==> src/hdl/thsd_pkg.sv <==
// shared types, constants and helpers of the two wheel hall sync drive
package thsd_pkg;

   localparam int TIME_BITS = 32;
   localparam int DIV_STEPS = TIME_BITS;
   localparam int CNT_W     = $clog2(DIV_STEPS);
   localparam int OP_W      = 4;
   localparam int MODE_W    = 3;
   localparam int SPEED_W   = 16;
   localparam int WIDE_W    = 18;
   localparam int CFG_W     = 14;
   localparam int STEP_W    = 20;
   localparam int TURN_W    = 8;
   localparam int MAXW_W    = 15;
   localparam int CSR_IDX_W = 3;
   localparam int CSR_DAT_W = 20;

   localparam logic [CFG_W-1:0]  DRIVE_SPEED_RST = 14'd500;
   localparam logic [CFG_W-1:0]  ALIGN_SPEED_RST = 14'd250;
   localparam logic [CFG_W-1:0]  MAX_CORR_RST    = 14'd125;
   localparam logic [STEP_W-1:0] STEP_US_RST     = 20'd100;
   localparam logic [TURN_W-1:0] TURN_TARGET_RST = 8'd3;
   localparam logic [MAXW_W-1:0] MAX_WALK_RST    = 15'd1500;

   typedef enum logic [OP_W-1:0] {
      OP_HALL      = 4'd0,
      OP_STOP      = 4'd1,
      OP_ALIGN     = 4'd2,
      OP_FORWARD   = 4'd3,
      OP_BACKWARD  = 4'd4,
      OP_TURNLEFT  = 4'd5,
      OP_TURNRIGHT = 4'd6,
      OP_MANLEFT   = 4'd7,
      OP_MANRIGHT  = 4'd8
   } op_type;

   typedef enum logic [MODE_W-1:0] {
      MODE_STOP   = 3'd0,
      MODE_MANUAL = 3'd1,
      MODE_ALIGN  = 3'd2,
      MODE_FWD    = 3'd3,
      MODE_BACK   = 3'd4,
      MODE_TLEFT  = 3'd5,
      MODE_TRIGHT = 3'd6
   } mode_type;

   typedef enum logic [CSR_IDX_W-1:0] {
      CSR_DRIVE_SPEED = 3'd0,
      CSR_ALIGN_SPEED = 3'd1,
      CSR_MAX_CORR    = 3'd2,
      CSR_STEP_US     = 3'd3,
      CSR_TURN_TARGET = 3'd4,
      CSR_MAX_WALK    = 3'd5
   } csr_type;

   typedef enum logic [2:0] {
      ST_IDLE,
      ST_PREP,
      ST_DIV,
      ST_CLAMP,
      ST_FIN
   } state_type;

   typedef struct packed {
      logic ready;
      logic prep;
      logic step;
      logic clamp;
      logic finish;
   } ctl_cmd_type;

   typedef struct packed {
      logic req_valid;
      logic sync_needed;
      logic div_last;
      logic out_free;
   } ctl_sts_type;

   function automatic logic [SPEED_W-1:0] sat_speed(input logic signed [WIDE_W-1:0] v,
                                                    input logic [MAXW_W-1:0] m);
      logic signed [WIDE_W-1:0] lim;
      logic signed [WIDE_W-1:0] r;
      lim = signed'({3'b000, m});
      if (v > lim) begin
         r = lim;
      end else if (v < -lim) begin
         r = -lim;
      end else begin
         r = v;
      end
      return r[SPEED_W-1:0];
   endfunction

endpackage

==> src/hdl/thsd_req_if.sv <==
// command and hall word channel
interface thsd_req_if import thsd_pkg::*; ();
   logic                valid;
   logic                ready;
   logic [OP_W-1:0]     opcode;
   logic                left_hall;
   logic [31:0]         left_time_us;
   logic                right_hall;
   logic [31:0]         right_time_us;
   logic signed [15:0]  manual_speed;

   modport source (output valid, opcode, left_hall, left_time_us, right_hall,
                   right_time_us, manual_speed, input ready);
   modport sink (input valid, opcode, left_hall, left_time_us, right_hall,
                 right_time_us, manual_speed, output ready);
endinterface

==> src/hdl/thsd_rsp_if.sv <==
// wheel speed result word channel
interface thsd_rsp_if import thsd_pkg::*; ();
   logic                      valid;
   logic                      ready;
   logic                      left_write;
   logic signed [SPEED_W-1:0] left_speed;
   logic                      right_write;
   logic signed [SPEED_W-1:0] right_speed;
   logic                      aligned_pulse;
   logic                      turn_done_pulse;
   logic [MODE_W-1:0]         mode;

   modport source (output valid, left_write, left_speed, right_write, right_speed,
                   aligned_pulse, turn_done_pulse, mode, input ready);
   modport sink (input valid, left_write, left_speed, right_write, right_speed,
                 aligned_pulse, turn_done_pulse, mode, output ready);
endinterface

==> src/hdl/thsd_csr_if.sv <==
// configuration register write channel
interface thsd_csr_if import thsd_pkg::*; ();
   logic                 valid;
   logic                 ready;
   logic [CSR_IDX_W-1:0] index;
   logic [CSR_DAT_W-1:0] data;

   modport source (output valid, index, data, input ready);
   modport sink (input valid, index, data, output ready);
endinterface

==> src/hdl/thsd_datapath.sv <==
// drive state, serial divider, speed math and result register
module thsd_datapath import thsd_pkg::*; (
   input  logic        clock,
   input  logic        reset,
   thsd_req_if.sink    req,
   thsd_rsp_if.source  rsp,
   thsd_csr_if.sink    csr,
   input  ctl_cmd_type cmd,
   output ctl_sts_type sts
);

   // configuration
   logic [CFG_W-1:0]  drive_speed_ff;
   logic [CFG_W-1:0]  align_speed_ff;
   logic [CFG_W-1:0]  max_corr_ff;
   logic [STEP_W-1:0] step_us_ff;
   logic [TURN_W-1:0] turn_target_ff;
   logic [MAXW_W-1:0] max_walk_ff;

   // drive state
   mode_type           mode_ff, mode_in;
   logic [TIME_BITS-1:0] left_stamp_ff, left_stamp_in;
   logic [TIME_BITS-1:0] right_stamp_ff, right_stamp_in;
   logic               left_fresh_ff, left_fresh_in;
   logic               right_fresh_ff, right_fresh_in;
   logic               left_done_ff, left_done_in;
   logic               right_done_ff, right_done_in;
   logic [TURN_W-1:0]  left_count_ff, left_count_in;
   logic [TURN_W-1:0]  right_count_ff, right_count_in;

   // divider
   logic [TIME_BITS-1:0] quo_ff, quo_in;
   logic [STEP_W-1:0]    rem_ff, rem_in;
   logic [STEP_W-1:0]    divisor_ff, divisor_in;
   logic                 neg_ff, neg_in;
   logic [CNT_W-1:0]     cnt_ff, cnt_in;
   logic signed [WIDE_W-1:0] corr_ff, corr_in;

   // result word
   logic               rsp_valid_ff;
   logic               lw_ff, lw_in;
   logic [SPEED_W-1:0] ls_ff, ls_in;
   logic               rw_ff, rw_in;
   logic [SPEED_W-1:0] rs_ff, rs_in;
   logic               aligned_ff, aligned_in;
   logic               turn_ff, turn_in;
   logic [MODE_W-1:0]  mode_out_ff, mode_out_in;

   logic take;
   logic load_imm;
   logic sync_needed;
   logic imm_lw, imm_rw, imm_al, imm_td;
   logic signed [WIDE_W-1:0] imm_ls, imm_rs;
   logic signed [WIDE_W-1:0] ds_wide, as_wide, man_wide;
   logic [TIME_BITS-1:0]     diff;
   logic [STEP_W:0]          rem_shift;
   logic [CFG_W-1:0]         mag;
   logic signed [WIDE_W-1:0] sync_l, sync_r;
   logic signed [WIDE_W-1:0] fin_ls, fin_rs;

   assign take     = req.valid && cmd.ready;
   assign load_imm = take && !sync_needed;
   assign req.ready = cmd.ready;
   assign csr.ready = 1'b1;

   assign ds_wide  = signed'({4'b0000, drive_speed_ff});
   assign as_wide  = signed'({4'b0000, align_speed_ff});
   assign man_wide = signed'({{2{req.manual_speed[15]}}, req.manual_speed});

   // item decode
   always_comb begin
      mode_in        = mode_ff;
      left_stamp_in  = left_stamp_ff;
      right_stamp_in = right_stamp_ff;
      left_fresh_in  = left_fresh_ff;
      right_fresh_in = right_fresh_ff;
      left_done_in   = left_done_ff;
      right_done_in  = right_done_ff;
      left_count_in  = left_count_ff;
      right_count_in = right_count_ff;
      sync_needed    = 1'b0;
      imm_lw = 1'b0;
      imm_rw = 1'b0;
      imm_al = 1'b0;
      imm_td = 1'b0;
      imm_ls = '0;
      imm_rs = '0;
      case (req.opcode)
         OP_HALL: begin
            if (mode_ff == MODE_ALIGN) begin
               if (req.left_hall && !left_done_ff) begin
                  imm_lw = 1'b1;
                  left_done_in = 1'b1;
               end
               if (req.right_hall && !right_done_ff) begin
                  imm_rw = 1'b1;
                  right_done_in = 1'b1;
               end
               if (left_done_in && right_done_in) begin
                  mode_in = MODE_STOP;
                  imm_al  = 1'b1;
               end
            end else if (mode_ff inside {MODE_TLEFT, MODE_TRIGHT}) begin
               if (req.left_hall && !left_done_ff) begin
                  left_count_in = left_count_ff + 8'd1;
                  if (left_count_in >= turn_target_ff) begin
                     imm_lw = 1'b1;
                     left_done_in = 1'b1;
                  end
               end
               if (req.right_hall && !right_done_ff) begin
                  right_count_in = right_count_ff + 8'd1;
                  if (right_count_in >= turn_target_ff) begin
                     imm_rw = 1'b1;
                     right_done_in = 1'b1;
                  end
               end
               if (left_done_in && right_done_in) begin
                  mode_in = MODE_STOP;
                  imm_td  = 1'b1;
               end
            end else if (mode_ff inside {MODE_FWD, MODE_BACK}) begin
               if (req.left_hall) begin
                  left_stamp_in = req.left_time_us;
                  left_fresh_in = 1'b1;
               end
               if (req.right_hall) begin
                  right_stamp_in = req.right_time_us;
                  right_fresh_in = 1'b1;
               end
               if (left_fresh_in && right_fresh_in) begin
                  sync_needed    = 1'b1;
                  left_fresh_in  = 1'b0;
                  right_fresh_in = 1'b0;
               end
            end
         end
         OP_STOP: begin
            mode_in = MODE_STOP;
            imm_lw  = 1'b1;
            imm_rw  = 1'b1;
         end
         OP_ALIGN: begin
            mode_in       = MODE_ALIGN;
            left_done_in  = 1'b0;
            right_done_in = 1'b0;
            imm_lw = 1'b1;
            imm_ls = as_wide;
            imm_rw = 1'b1;
            imm_rs = -as_wide;
         end
         OP_FORWARD: begin
            mode_in        = MODE_FWD;
            left_stamp_in  = '0;
            right_stamp_in = '0;
            left_fresh_in  = 1'b0;
            right_fresh_in = 1'b0;
            imm_lw = 1'b1;
            imm_ls = ds_wide;
            imm_rw = 1'b1;
            imm_rs = -ds_wide;
         end
         OP_BACKWARD: begin
            mode_in        = MODE_BACK;
            left_stamp_in  = '0;
            right_stamp_in = '0;
            left_fresh_in  = 1'b0;
            right_fresh_in = 1'b0;
            imm_lw = 1'b1;
            imm_ls = -ds_wide;
            imm_rw = 1'b1;
            imm_rs = ds_wide;
         end
         OP_TURNLEFT: begin
            mode_in        = MODE_TLEFT;
            left_count_in  = '0;
            right_count_in = '0;
            left_done_in   = 1'b0;
            right_done_in  = 1'b0;
            imm_lw = 1'b1;
            imm_ls = -ds_wide;
            imm_rw = 1'b1;
            imm_rs = -ds_wide;
         end
         OP_TURNRIGHT: begin
            mode_in        = MODE_TRIGHT;
            left_count_in  = '0;
            right_count_in = '0;
            left_done_in   = 1'b0;
            right_done_in  = 1'b0;
            imm_lw = 1'b1;
            imm_ls = ds_wide;
            imm_rw = 1'b1;
            imm_rs = ds_wide;
         end
         OP_MANLEFT: begin
            mode_in = MODE_MANUAL;
            imm_lw  = 1'b1;
            imm_ls  = man_wide;
         end
         OP_MANRIGHT: begin
            mode_in = MODE_MANUAL;
            imm_rw  = 1'b1;
            imm_rs  = man_wide;
         end
         default: begin
         end
      endcase
   end

   // divider and correction
   assign diff      = left_stamp_ff - right_stamp_ff;
   assign rem_shift = {rem_ff, quo_ff[TIME_BITS-1]};
   assign mag       = (quo_ff > TIME_BITS'(max_corr_ff)) ? max_corr_ff
                                                         : quo_ff[CFG_W-1:0];

   always_comb begin
      quo_in     = quo_ff;
      rem_in     = rem_ff;
      divisor_in = divisor_ff;
      neg_in     = neg_ff;
      cnt_in     = cnt_ff;
      corr_in    = corr_ff;
      if (cmd.prep) begin
         neg_in     = diff[TIME_BITS-1];
         quo_in     = diff[TIME_BITS-1] ? -diff : diff;
         rem_in     = '0;
         divisor_in = (step_us_ff == '0) ? STEP_W'(1) : step_us_ff;
         cnt_in     = '0;
      end else if (cmd.step) begin
         if (rem_shift >= {1'b0, divisor_ff}) begin
            rem_in = STEP_W'(rem_shift - {1'b0, divisor_ff});
            quo_in = {quo_ff[TIME_BITS-2:0], 1'b1};
         end else begin
            rem_in = rem_shift[STEP_W-1:0];
            quo_in = {quo_ff[TIME_BITS-2:0], 1'b0};
         end
         cnt_in = cnt_ff + CNT_W'(1);
      end else if (cmd.clamp) begin
         corr_in = neg_ff ? -signed'({4'b0000, mag}) : signed'({4'b0000, mag});
      end
   end

   assign sync_l = ds_wide + corr_ff;
   assign sync_r = ds_wide - corr_ff;
   assign fin_ls = (mode_ff == MODE_FWD) ? sync_l : -sync_l;
   assign fin_rs = (mode_ff == MODE_FWD) ? -sync_r : sync_r;

   // result word
   always_comb begin
      lw_in       = lw_ff;
      ls_in       = ls_ff;
      rw_in       = rw_ff;
      rs_in       = rs_ff;
      aligned_in  = aligned_ff;
      turn_in     = turn_ff;
      mode_out_in = mode_out_ff;
      if (cmd.finish) begin
         lw_in       = 1'b1;
         ls_in       = sat_speed(fin_ls, max_walk_ff);
         rw_in       = 1'b1;
         rs_in       = sat_speed(fin_rs, max_walk_ff);
         aligned_in  = 1'b0;
         turn_in     = 1'b0;
         mode_out_in = mode_ff;
      end else if (load_imm) begin
         lw_in       = imm_lw;
         ls_in       = sat_speed(imm_ls, max_walk_ff);
         rw_in       = imm_rw;
         rs_in       = sat_speed(imm_rs, max_walk_ff);
         aligned_in  = imm_al;
         turn_in     = imm_td;
         mode_out_in = mode_in;
      end
   end

   always_ff @(posedge clock) begin
      if (reset) begin
         drive_speed_ff <= DRIVE_SPEED_RST;
         align_speed_ff <= ALIGN_SPEED_RST;
         max_corr_ff    <= MAX_CORR_RST;
         step_us_ff     <= STEP_US_RST;
         turn_target_ff <= TURN_TARGET_RST;
         max_walk_ff    <= MAX_WALK_RST;
      end else if (csr.valid) begin
         case (csr.index)
            CSR_DRIVE_SPEED: drive_speed_ff <= csr.data[CFG_W-1:0];
            CSR_ALIGN_SPEED: align_speed_ff <= csr.data[CFG_W-1:0];
            CSR_MAX_CORR:    max_corr_ff    <= csr.data[CFG_W-1:0];
            CSR_STEP_US:     step_us_ff     <= csr.data[STEP_W-1:0];
            CSR_TURN_TARGET: turn_target_ff <= csr.data[TURN_W-1:0];
            CSR_MAX_WALK:    max_walk_ff    <= csr.data[MAXW_W-1:0];
            default: begin
            end
         endcase
      end
   end

   always_ff @(posedge clock) begin
      if (reset) begin
         mode_ff        <= MODE_STOP;
         left_stamp_ff  <= '0;
         right_stamp_ff <= '0;
         left_fresh_ff  <= 1'b0;
         right_fresh_ff <= 1'b0;
         left_done_ff   <= 1'b0;
         right_done_ff  <= 1'b0;
         left_count_ff  <= '0;
         right_count_ff <= '0;
      end else if (take) begin
         mode_ff        <= mode_in;
         left_stamp_ff  <= left_stamp_in;
         right_stamp_ff <= right_stamp_in;
         left_fresh_ff  <= left_fresh_in;
         right_fresh_ff <= right_fresh_in;
         left_done_ff   <= left_done_in;
         right_done_ff  <= right_done_in;
         left_count_ff  <= left_count_in;
         right_count_ff <= right_count_in;
      end
   end

   always_ff @(posedge clock) begin
      if (reset) begin
         cnt_ff <= '0;
      end else begin
         cnt_ff <= cnt_in;
      end
      quo_ff     <= quo_in;
      rem_ff     <= rem_in;
      divisor_ff <= divisor_in;
      neg_ff     <= neg_in;
      corr_ff    <= corr_in;
   end

   always_ff @(posedge clock) begin
      if (reset) begin
         rsp_valid_ff <= 1'b0;
      end else if (load_imm || cmd.finish) begin
         rsp_valid_ff <= 1'b1;
      end else if (rsp.ready) begin
         rsp_valid_ff <= 1'b0;
      end
      lw_ff       <= lw_in;
      ls_ff       <= ls_in;
      rw_ff       <= rw_in;
      rs_ff       <= rs_in;
      aligned_ff  <= aligned_in;
      turn_ff     <= turn_in;
      mode_out_ff <= mode_out_in;
   end

   assign rsp.valid           = rsp_valid_ff;
   assign rsp.left_write      = lw_ff;
   assign rsp.left_speed      = signed'(ls_ff);
   assign rsp.right_write     = rw_ff;
   assign rsp.right_speed     = signed'(rs_ff);
   assign rsp.aligned_pulse   = aligned_ff;
   assign rsp.turn_done_pulse = turn_ff;
   assign rsp.mode            = mode_out_ff;

   assign sts.req_valid   = req.valid;
   assign sts.sync_needed = sync_needed;
   assign sts.div_last    = (cnt_ff == CNT_W'(DIV_STEPS - 1));
   assign sts.out_free    = !rsp_valid_ff || rsp.ready;

`ifndef ASSERT_OFF
   a_finish_writes_both: assert property (@(posedge clock) disable iff (reset)
      cmd.finish |=> rsp_valid_ff && lw_ff && rw_ff)
      else $error("sync word without both wheel writes");

   a_plain_item_result: assert property (@(posedge clock) disable iff (reset)
      load_imm |=> rsp_valid_ff)
      else $error("plain item gave no result word");

   a_left_speed_saturated: assert property (@(posedge clock) disable iff (reset)
      rsp_valid_ff |-> ls_ff == sat_speed(signed'({{2{ls_ff[15]}}, ls_ff}), max_walk_ff))
      else $error("left speed beyond walk limit");
`endif

endmodule

==> src/hdl/thsd_ctrl.sv <==
// sequencing state machine for item intake and sync divide
module thsd_ctrl import thsd_pkg::*; (
   input  logic        clock,
   input  logic        reset,
   input  ctl_sts_type sts,
   output ctl_cmd_type cmd
);

   state_type state_ff, state_in;

   always_ff @(posedge clock) begin
      if (reset) begin
         state_ff <= ST_IDLE;
      end else begin
         state_ff <= state_in;
      end
   end

   always_comb begin
      state_in = state_ff;
      cmd      = '0;
      case (state_ff)
         ST_IDLE: begin
            cmd.ready = sts.out_free;
            if (sts.req_valid && sts.out_free && sts.sync_needed) begin
               state_in = ST_PREP;
            end
         end
         ST_PREP: begin
            cmd.prep = 1'b1;
            state_in = ST_DIV;
         end
         ST_DIV: begin
            cmd.step = 1'b1;
            if (sts.div_last) begin
               state_in = ST_CLAMP;
            end
         end
         ST_CLAMP: begin
            cmd.clamp = 1'b1;
            state_in  = ST_FIN;
         end
         ST_FIN: begin
            if (sts.out_free) begin
               cmd.finish = 1'b1;
               state_in   = ST_IDLE;
            end
         end
         default: begin
            state_in = ST_IDLE;
         end
      endcase
   end

`ifndef ASSERT_OFF
   a_sync_item_starts_divide: assert property (@(posedge clock) disable iff (reset)
      cmd.ready && sts.req_valid && sts.sync_needed |=> state_ff == ST_PREP)
      else $error("sync item did not start the divide");

   a_divide_ends_in_clamp: assert property (@(posedge clock) disable iff (reset)
      state_ff == ST_DIV && sts.div_last |=> state_ff == ST_CLAMP)
      else $error("divide did not end in clamp");

   a_clamp_then_finish: assert property (@(posedge clock) disable iff (reset)
      state_ff == ST_CLAMP |=> state_ff == ST_FIN)
      else $error("clamp not followed by finish");
`endif

endmodule

==> src/hdl/two_wheel_hall_sync_drive.sv <==
// top level of the two wheel hall sync drive
// plain commands and hall words: result word valid in the cycle after the word is taken,
//   one word per cycle while the result side keeps taking
// hall words that close a phase sync: prep, the 32 step restoring divider, clamp, then a finish
//   state that writes the result word once the result register is free; no new word is taken until idle
// synchronous active high reset: stop mode, state cleared, registers at their defaults
module two_wheel_hall_sync_drive import thsd_pkg::*; (
   input  logic       clock,
   input  logic       reset,
   thsd_req_if.sink   req_ch,
   thsd_rsp_if.source rsp_ch,
   thsd_csr_if.sink   csr_ch
);

   ctl_cmd_type cmd;
   ctl_sts_type sts;

   thsd_ctrl u_ctrl (
      .clock (clock),
      .reset (reset),
      .sts   (sts),
      .cmd   (cmd)
   );

   thsd_datapath u_datapath (
      .clock (clock),
      .reset (reset),
      .req   (req_ch),
      .rsp   (rsp_ch),
      .csr   (csr_ch),
      .cmd   (cmd),
      .sts   (sts)
   );

endmodule

==> src/flat_wrapper.sv <==
// flat-port wrapper written by rule: the top's interface ports become plain ports
module two_wheel_hall_sync_drive_flat import thsd_pkg::*;
  (clock, reset, req_ch_valid, req_ch_opcode, req_ch_left_hall, req_ch_left_time_us, req_ch_right_hall, req_ch_right_time_us, req_ch_manual_speed, req_ch_ready, rsp_ch_valid, rsp_ch_left_write, rsp_ch_left_speed, rsp_ch_right_write, rsp_ch_right_speed, rsp_ch_aligned_pulse, rsp_ch_turn_done_pulse, rsp_ch_mode, rsp_ch_ready, csr_ch_valid, csr_ch_index, csr_ch_data, csr_ch_ready);
  thsd_req_if req_ch_i ();
  thsd_rsp_if rsp_ch_i ();
  thsd_csr_if csr_ch_i ();
  input  logic clock;
  input  logic reset;
  input wire logic [$bits(req_ch_i.valid)-1:0] req_ch_valid;
  input wire logic [$bits(req_ch_i.opcode)-1:0] req_ch_opcode;
  input wire logic [$bits(req_ch_i.left_hall)-1:0] req_ch_left_hall;
  input wire logic [$bits(req_ch_i.left_time_us)-1:0] req_ch_left_time_us;
  input wire logic [$bits(req_ch_i.right_hall)-1:0] req_ch_right_hall;
  input wire logic [$bits(req_ch_i.right_time_us)-1:0] req_ch_right_time_us;
  input wire logic [$bits(req_ch_i.manual_speed)-1:0] req_ch_manual_speed;
  output wire logic [$bits(req_ch_i.ready)-1:0] req_ch_ready;
  output wire logic [$bits(rsp_ch_i.valid)-1:0] rsp_ch_valid;
  output wire logic [$bits(rsp_ch_i.left_write)-1:0] rsp_ch_left_write;
  output wire logic [$bits(rsp_ch_i.left_speed)-1:0] rsp_ch_left_speed;
  output wire logic [$bits(rsp_ch_i.right_write)-1:0] rsp_ch_right_write;
  output wire logic [$bits(rsp_ch_i.right_speed)-1:0] rsp_ch_right_speed;
  output wire logic [$bits(rsp_ch_i.aligned_pulse)-1:0] rsp_ch_aligned_pulse;
  output wire logic [$bits(rsp_ch_i.turn_done_pulse)-1:0] rsp_ch_turn_done_pulse;
  output wire logic [$bits(rsp_ch_i.mode)-1:0] rsp_ch_mode;
  input wire logic [$bits(rsp_ch_i.ready)-1:0] rsp_ch_ready;
  input wire logic [$bits(csr_ch_i.valid)-1:0] csr_ch_valid;
  input wire logic [$bits(csr_ch_i.index)-1:0] csr_ch_index;
  input wire logic [$bits(csr_ch_i.data)-1:0] csr_ch_data;
  output wire logic [$bits(csr_ch_i.ready)-1:0] csr_ch_ready;
  assign req_ch_i.valid = req_ch_valid;
  assign req_ch_i.opcode = req_ch_opcode;
  assign req_ch_i.left_hall = req_ch_left_hall;
  assign req_ch_i.left_time_us = req_ch_left_time_us;
  assign req_ch_i.right_hall = req_ch_right_hall;
  assign req_ch_i.right_time_us = req_ch_right_time_us;
  assign req_ch_i.manual_speed = req_ch_manual_speed;
  assign req_ch_ready = req_ch_i.ready;
  assign rsp_ch_valid = rsp_ch_i.valid;
  assign rsp_ch_left_write = rsp_ch_i.left_write;
  assign rsp_ch_left_speed = rsp_ch_i.left_speed;
  assign rsp_ch_right_write = rsp_ch_i.right_write;
  assign rsp_ch_right_speed = rsp_ch_i.right_speed;
  assign rsp_ch_aligned_pulse = rsp_ch_i.aligned_pulse;
  assign rsp_ch_turn_done_pulse = rsp_ch_i.turn_done_pulse;
  assign rsp_ch_mode = rsp_ch_i.mode;
  assign rsp_ch_i.ready = rsp_ch_ready;
  assign csr_ch_i.valid = csr_ch_valid;
  assign csr_ch_i.index = csr_ch_index;
  assign csr_ch_i.data = csr_ch_data;
  assign csr_ch_ready = csr_ch_i.ready;
  two_wheel_hall_sync_drive u_core (.clock(clock), .reset(reset), .req_ch(req_ch_i), .rsp_ch(rsp_ch_i), .csr_ch(csr_ch_i));
endmodule
==> config.mk <==
export PLATFORM = sky130hd
export DESIGN_NAME = two_wheel_hall_sync_drive_flat
export DESIGN_NICKNAME = d
export VERILOG_FILES = /design/src/hdl/thsd_pkg.sv /design/src/hdl/thsd_req_if.sv /design/src/hdl/thsd_rsp_if.sv /design/src/hdl/thsd_csr_if.sv /design/src/hdl/thsd_datapath.sv /design/src/hdl/thsd_ctrl.sv /design/src/hdl/two_wheel_hall_sync_drive.sv /design/src/flat_wrapper.sv
export SDC_FILE = /design/constraint.sdc
export NUM_CORES = 1
export LEC_CHECK = 0
export BUFFER_PORTS_ARGS = -buffer_cell sky130_fd_sc_hd__buf_2
export CORE_ASPECT_RATIO = 0.75
export CORE_MARGIN = 2
export CORE_UTILIZATION = 63
export CTS_CLUSTER_SIZE = 25
export DETAILED_ROUTE_END_ITERATION = 12
export HOLD_SLACK_MARGIN = 0.15
export PLACE_DENSITY = 0.92
export SYNTH_ARGS = -nofsm -noshare
export SYNTH_HDL_FRONTEND = slang
export SYNTH_SLANG_ARGS = --single-unit
==> constraint.sdc <==
create_clock -name clock -period 6.16 [get_ports clock]
set_input_delay 1.232 -clock clock [delete_from_list [all_inputs] [get_ports clock]]
set_output_delay 1.232 -clock clock [all_outputs]
set_load 0.02 [all_outputs]
* After elaboration in Yosys (flattened, before gate mapping)
Index checks and enable logic that the tools add are counted.
** Operators by class
- Add/sub/neg operators :: 14
- $lt $le $gt $ge :: 12
- Equality and inequality tests :: 35
- Muxes and demuxes :: 126
- Bitwise operators :: 2
- Reductions and logical operators :: 52
** Operator list (count)
- $mux 32 :: 11
- $mux 16 :: 12
- $pmux 18 s4 :: 2
- $pmux 32 s2 :: 2
- $gt 18x16->1 :: 4
- $lt 18x18->1 :: 4
- $mux 1 :: 69
- $neg 14->18 :: 3
- $mux 8 :: 6
- $mux 18 :: 2
- $neg 18->18 :: 2
- $gt 32x14->1 :: 1
- $neg 32->32 :: 1
- $pmux 8 s2 :: 2
- $sub 32x32->32 :: 1
- $mux 14 :: 2
- $mux 3 :: 9
- $pmux 3 s8 :: 1
- $ge 21x20->1 :: 1
- $logic_not 20->1 :: 1
- $mux 20 :: 1
- $ne 2x2->1 const B :: 10
- $sub 20x20->20 :: 1
- $add 15x18->18 :: 1
- 31 further kinds :: 92
** Word-level totals
- Register bits :: 311
- Input bits :: 114
- Output and inout port bits :: 42
- Word-level logic and storage cells :: 272

* Depth between registers and ports, before layout
- Depth in word-level cells :: 16
- Gate-level depth with buffers :: 23
- Depth with buffers taken out :: 22

* Hierarchy
From an unflattened synthesis, not the netlist that was laid out.
** Second synthesis, totals
- Cell total of the unflattened synthesis :: 3203
- Area total of the unflattened synthesis :: 25468.2 sq um
** By module, submodules not included
- thsd_datapath :: instances 1, cells an instance 3185, area an instance 25241.7 sq um, sequential area each 7226.9 sq um
- thsd_ctrl :: instances 1, cells an instance 18, area an instance 226.5 sq um, sequential area each 60.1 sq um

* Worst setup path after synthesis
Ideal clock, no wire load.
- Path type :: register to register
- Start point :: reg u_core.u_datapath.corr_ff[1]
- End point :: reg u_core.u_datapath.ls_ff[10] (netlist: u_core.u_datapath.rsp.left_speed[10]), data pin
- Setup time :: 261 ps
- Data arrival time :: 5170 ps
- Data required time :: 5899 ps
- Setup slack :: 729 ps
- Stages on the path, launching flop included :: 23
- Path buffers :: 1
- Clock period less this slack :: 5431 ps
- Cell sequence :: edfxtp_1 > inv_1 > ha_1 > nand2b_1 > a2111oi_4 > o41ai_1 > or4b_1 > o311ai_1 > and4_1 > a31oi_1 > xnor2_1 > ha_1 > nand4_1 > nor2_1 > o21ai_0 > a31o_2 > a21oi_1 > o21ai_0 > a21oi_1 > clkbuf_1 > mux2i_1 > nor3_1 > a221o_1
** On the way
- Longest elaborated chain between the ends :: 7
- Elaborated cells between the ends (all ways) :: 8
- Those cells by class :: 2 x add/sub; 2 x order compare; 4 x mux
** Ends and longest elaborated chain
- from (decl) :: line thsd_datapath.sv:37 : logic signed [WIDE_W-1:0] corr_ff, corr_in;
- from (signal assigned) :: line thsd_datapath.sv:333 : corr_ff <= corr_in;
- $add 15x18->18 * :: line thsd_datapath.sv:244 : assign sync_l = ds_wide + corr_ff;
- $neg 18->18 :: line thsd_datapath.sv:246 : assign fin_ls = (mode_ff == MODE_FWD) ? sync_l : -sync_l;
- $mux 18 * :: line thsd_datapath.sv:246
- $lt 18x18->1 :: line thsd_pkg.sv:86 : end else if (v < -lim) begin
- $mux 16 :: line thsd_pkg.sv:86
- $mux 16 * :: line thsd_pkg.sv:84 : if (v > lim) begin
- $mux 16 * :: line thsd_datapath.sv:258 : if (cmd.finish) begin
- via u_core.u_datapath.ls_in[10] :: line thsd_datapath.sv:42 : logic [SPEED_W-1:0] ls_ff, ls_in;
- to (signal assigned) :: line thsd_datapath.sv:345 : ls_ff <= ls_in;
- to (decl) :: line thsd_datapath.sv:42
Mark *: on every way through the listed nets, which the timed path passes. The rest lies on a longest branch.
A chain may end at the register's enable or synchronous reset.

* Worst setup path in the final report
- Start point :: reg u_core.u_datapath.drive_speed_ff[0]
- End point :: reg u_core.u_datapath.rs_ff[13] (netlist: u_core.u_datapath.rsp.right_speed[13]), data pin
** On the way
- Longest elaborated chain between the ends :: 7
- Elaborated cells between the ends (all ways) :: 15
- Those cells by class :: 3 x add/sub; 4 x order compare; 8 x mux
** Ends and longest elaborated chain
- from (decl) :: line thsd_datapath.sv:13 : logic [CFG_W-1:0] drive_speed_ff;
- from (signal assigned) :: line thsd_datapath.sv:287 : CSR_DRIVE_SPEED: drive_speed_ff <= csr.data[CFG_W-1:0];
- $sub 15x18->18 or $neg 14->18 (tied branches) :: line thsd_datapath.sv:245, thsd_datapath.sv:161, thsd_datapath.sv:183
- $neg 18->18 or $pmux 18 s4 (tied branches) :: line thsd_datapath.sv:247, thsd_datapath.sv:88
- $mux 18 or $lt 18x18->1 (tied branches) :: line thsd_datapath.sv:247, thsd_pkg.sv:86
- $lt 18x18->1 or $mux 16 (tied branches) :: line thsd_pkg.sv:86
- $mux 16, on equally long branches :: line thsd_pkg.sv:86, thsd_pkg.sv:84
- $mux 16, on equally long branches :: line thsd_pkg.sv:84, thsd_datapath.sv:266
- $mux 16 * :: line thsd_datapath.sv:258
- via u_core.u_datapath.rs_in[13] :: line thsd_datapath.sv:44 : logic [SPEED_W-1:0] rs_ff, rs_in;
- to (signal assigned) :: line thsd_datapath.sv:347 : rs_ff <= rs_in;
- to (decl) :: line thsd_datapath.sv:44
Mark *: on every way through the listed nets, which the timed path passes. The rest lies on a longest branch. The select of a mux whose other input is x is not followed.

==> results.md <==
* Outcome: completed
* CTS Buf Count at 31
* Seq/Total Area, Yosys at 0.294
* Simple-Gate Fraction of Synth Area at 0.213
* Chip width at 233 um
* Core Util, Final at 0.711
* EDFF count, synth at 106
* RSZ-0062 raised after global routing: false
* GRT Total Usage at 0.431
* Mean cell area of the mapped netlist at around 8.0 um2
* Placed instance area at 26300 um2
* First-pass GRT wire length at 137 mm
* DR iter-0 viols at ~3700
* Pre-CTS WS at 0.145 ns
* Clock Skew at 0.0150 ns
* FF+latch count, synth at 311
* Final instance area at 27400 um2
* Logic pwr share at 0.286
* Synth top area share at 0.166
* Cell area after synthesis at 24800 um2
* Hpwl dp at 69.2 mm
* Filler cells at 2840
* DRC at 0
* CTS Root Cell: clkbuf_16
* Die footprint at ~40000 um2
* Crit path buf inv count at 4
* Xor/xnor share of the synthesized area at 0.0625
* Core box area at 38600 um2
* Clock Power Share at 0.329
* Worst path required time at 6.51 ns
* Post-Syn Nets at 3470
* Clk Latency, worst-skew pair at 0.60 ns
* Post-DR vias/cell at ~7
* Max-Slew Margin vs Limit at 0.0878
* Max Root-Sink Buffers at 3
* Crit path arrival time at approximately 6.2 ns
* Final worst setup slack at slightly above 0.3 ns
* Drt first pass iters at 8
* Die Ht at 176 um
* TNS Setup at 0 ns
* TritonCTS clock tree: built
* Seq pwr share at 0.385
* Max Clock Freq at 171 MHz
* Max H-tree Level at 1
* P per Cell Area at 215 nW/um2
* Final #Nets at roughly 3600
* Ranking of synthesized cells by area: dfxtp_1 17%, edfxtp_1 13%, ha_1 12%
* Vias in the first global route at 23600
* Routed WL per cell at 24.0 um
* Post-synthesis adder-cell area fraction at 0.128
* Slew Limit Fails at 0
* Setup-failing EPs final at 0
* Largest family of logic cells by synthesized area: compound AO/OA/AOI/OAI gates
* Worst setup EP type: flip-flop
* CP Cell Sequence: inv_1, ha_1, inv_1, fa_1, a21o_1, a221oi_2, xnor2_1, or4_1, or3_1, o21ai_0, xor2_1, ha_1, nor2b_1, o21ai_0, nand2b_1, a221oi_1, a41oi_1, o311ai_1, buf_4, o21ai_1, buf_4, a211o_1
* Post-synth ARST share at 0
* Initial Utilization at 0.643
* Final Critical Period at roughly 5.9 ns
* Max Cap Violations at 0
* Int Power at 3.88 mW
* P&R area growth vs syn at 10.7%
* Worst min path class: reg -> reg
* Crit-path slowest cell: or4_1
* DR vias at 25700
* Crit-path leading delay family: compound AO/OA/AOI/OAI gates
* Ys flop type: dfxtp_1
* Period utilization at 0.950
* I/O pin count at 156
* Remaining Overflow, GRT at 0
* Sw Share at 0.343
* Num Clock Sinks at 311
* Row count at 62
* Cells after Synth at slightly above 3000
* Largest net degree at the start of global routing at 124
* Startpoint Class: flip-flop
* Fin. Hold Viols at 0
* Psw at 2.02 mW
* Post-synth top area cell: dfxtp_1
* Leakage at 11.6 nW
* Crit Path Class: reg -> reg
* Port Buf Inserts at around 150
* Synth warn at 0
* Total power at 5.90 mW
* Antenna Violating Nets Remaining at 0
* Worst path max stage delay at 0.55 ns
* Worst VDD drop at about 0.23 mV
* Gp weighted congestion at 1.03
* Layout cells sized above 1 at 0.114
* Worst slew pin tran at 1.36 ns
* Initial antenna violation count at 2
* Complex-gate fraction of the synthesized area at 0.225
* Library cells used by synthesis at 95
* Worst-path maximum fanout at 6
* Clock Pin Slew Worst Setup and Hold Paths at around 0.070 ns
* Multiplexer area fraction after synthesis at 0.0232
* Wirelength, routed at 90.2 mm
==> placed cells by master (no fill, tap or decap), types with 30 or more instances in the layout <==
cell	n
nand2_1	414
a21oi_1	277
ha_1	246
dfxtp_1	205
nor2_1	195
inv_1	175
o21ai_0	165
buf_2	153
nand3_1	110
edfxtp_1	106
buf_4	104
nor3_1	100
xnor2_1	100
xor2_1	72
a21o_1	70
mux2i_1	48
nor2b_1	36
nand2b_1	35
clkbuf_16	32
a211oi_1	31
o21a_1	30
==> state kept, by name (all words and copies together), names as in the netlist, 18 cells and up <==
| register | cells |
|---|---|
| u_core.u_datapath.corr_ff | 18 |
| u_core.u_datapath.rem_ff | 20 |
| u_core.u_datapath.divisor_ff | 20 |
| u_core.u_datapath.right_stamp_ff | 32 |
| u_core.u_datapath.step_us_ff | 20 |
| u_core.u_datapath.quo_ff | 32 |
| u_core.u_datapath.left_stamp_ff | 32 |
==> synth_stat cells (35+ instances only) <==
master,number
a21o_1,70
a21oi_1,279
clkbuf_1,155
dfxtp_1,205
edfxtp_1,106
ha_1,247
inv_1,175
mux2i_1,48
nand2_1,415
nand2b_1,35
nand3_1,110
nor2_1,196
nor2b_1,36
nor3_1,102
o21ai_0,165
xnor2_1,101
xor2_1,72
==> worst min-delay path: cells and delay by family (launching register included) <==
kind | cells | cell delay [ns]
AND/OR/NAND/NOR | 1 | 0.05
AO/OA/AOI/OAI | 1 | 0.05
flip-flops | 1 | 0.31
==> power groups by stage <==
| stage | Combinational (mW) | Sequential [mW] | Clock, mW |
|---|---|---|---|
| after global placement | 1.55 | 2.31 | 0 |
| after floorplan | 1.07 | 2.33 | 0 |
| after global routing | 1.80 | 2.27 | 2.00 |
| after CTS | 1.62 | 2.27 | 1.93 |
| after detailed placement | 1.60 | 2.31 | 0 |
| final | 1.69 | 2.27 | 1.94 |
==> stage by stage <==
stage                     hold slack, ns  cells
after floorplan                    0.432   3105
after global placement             0.441   3698
after detailed placement           0.446   3698
after CTS                          0.453   3756
after global routing               0.472   3761
final                              0.454   3761
==> what timing repair did <==
item / CTS / global route
setup endpoints to repair: 0 / 25
setup buffers: 0 / 4
endpoints found under the hold margin: 0 / 0
gates resized for setup: 0 / 6
hold buffers: 0 / 0
==> cells by family (layout without fill, tap and decap cells) <==
kind of cell	count (synthesis)	in the layout
fa+ha+maj	251	251
xor+xnor	175	175
other cells	1	2
simple gates	1105	1105
buf+inv	350	493
compound gates	856	856
flops	311	311
mux	56	56
==> final timing paths <==
path | startpoint | to | slack [ns] | cells after the start
worst max-delay path | u_core.u_datapath.drive_speed_ff[0]$_SDFFE_PP0P_ | u_core.u_datapath.rsp.right_speed[13]$_DFFE_PP_ | 0.31 | 22
worst min-delay path | u_core.u_datapath.right_stamp_ff[9]$_SDFFE_PP0P_ | u_core.u_datapath.right_stamp_ff[9]$_SDFFE_PP0P_ | 0.45 | 2
worst max register to register | u_core.u_datapath.drive_speed_ff[0]$_SDFFE_PP0P_ | u_core.u_datapath.rsp.right_speed[13]$_DFFE_PP_ | 0.31 | 22
worst min register to register | u_core.u_datapath.right_stamp_ff[9]$_SDFFE_PP0P_ | u_core.u_datapath.right_stamp_ff[9]$_SDFFE_PP0P_ | 0.45 | 2
==> per-layer routing <==
layer  share of wire  global-route usage  up-vias
li1                -                   -    11500
met1            0.41               0.626    12200
met2            0.41               0.621     1813
met3            0.15               0.117      249
met4           0.034               0.124        0
met5               0                   0        -
==> final cells by class <==
class,count,area (um2),area share
Antenna cell,1,2.50,0.0000912
Clock buffer,36,816,0.0297
Clock inverter,22,200,0.00730
Inverter,176,661,0.0241
Multi-Input combinational cell,2444,16200,0.592
Sequential cell,311,7290,0.266
Tap cell,512,641,0.0234
Timing Repair Buffer,259,1590,0.0579
No activity file was read; power rests on OpenSTA's default activity.
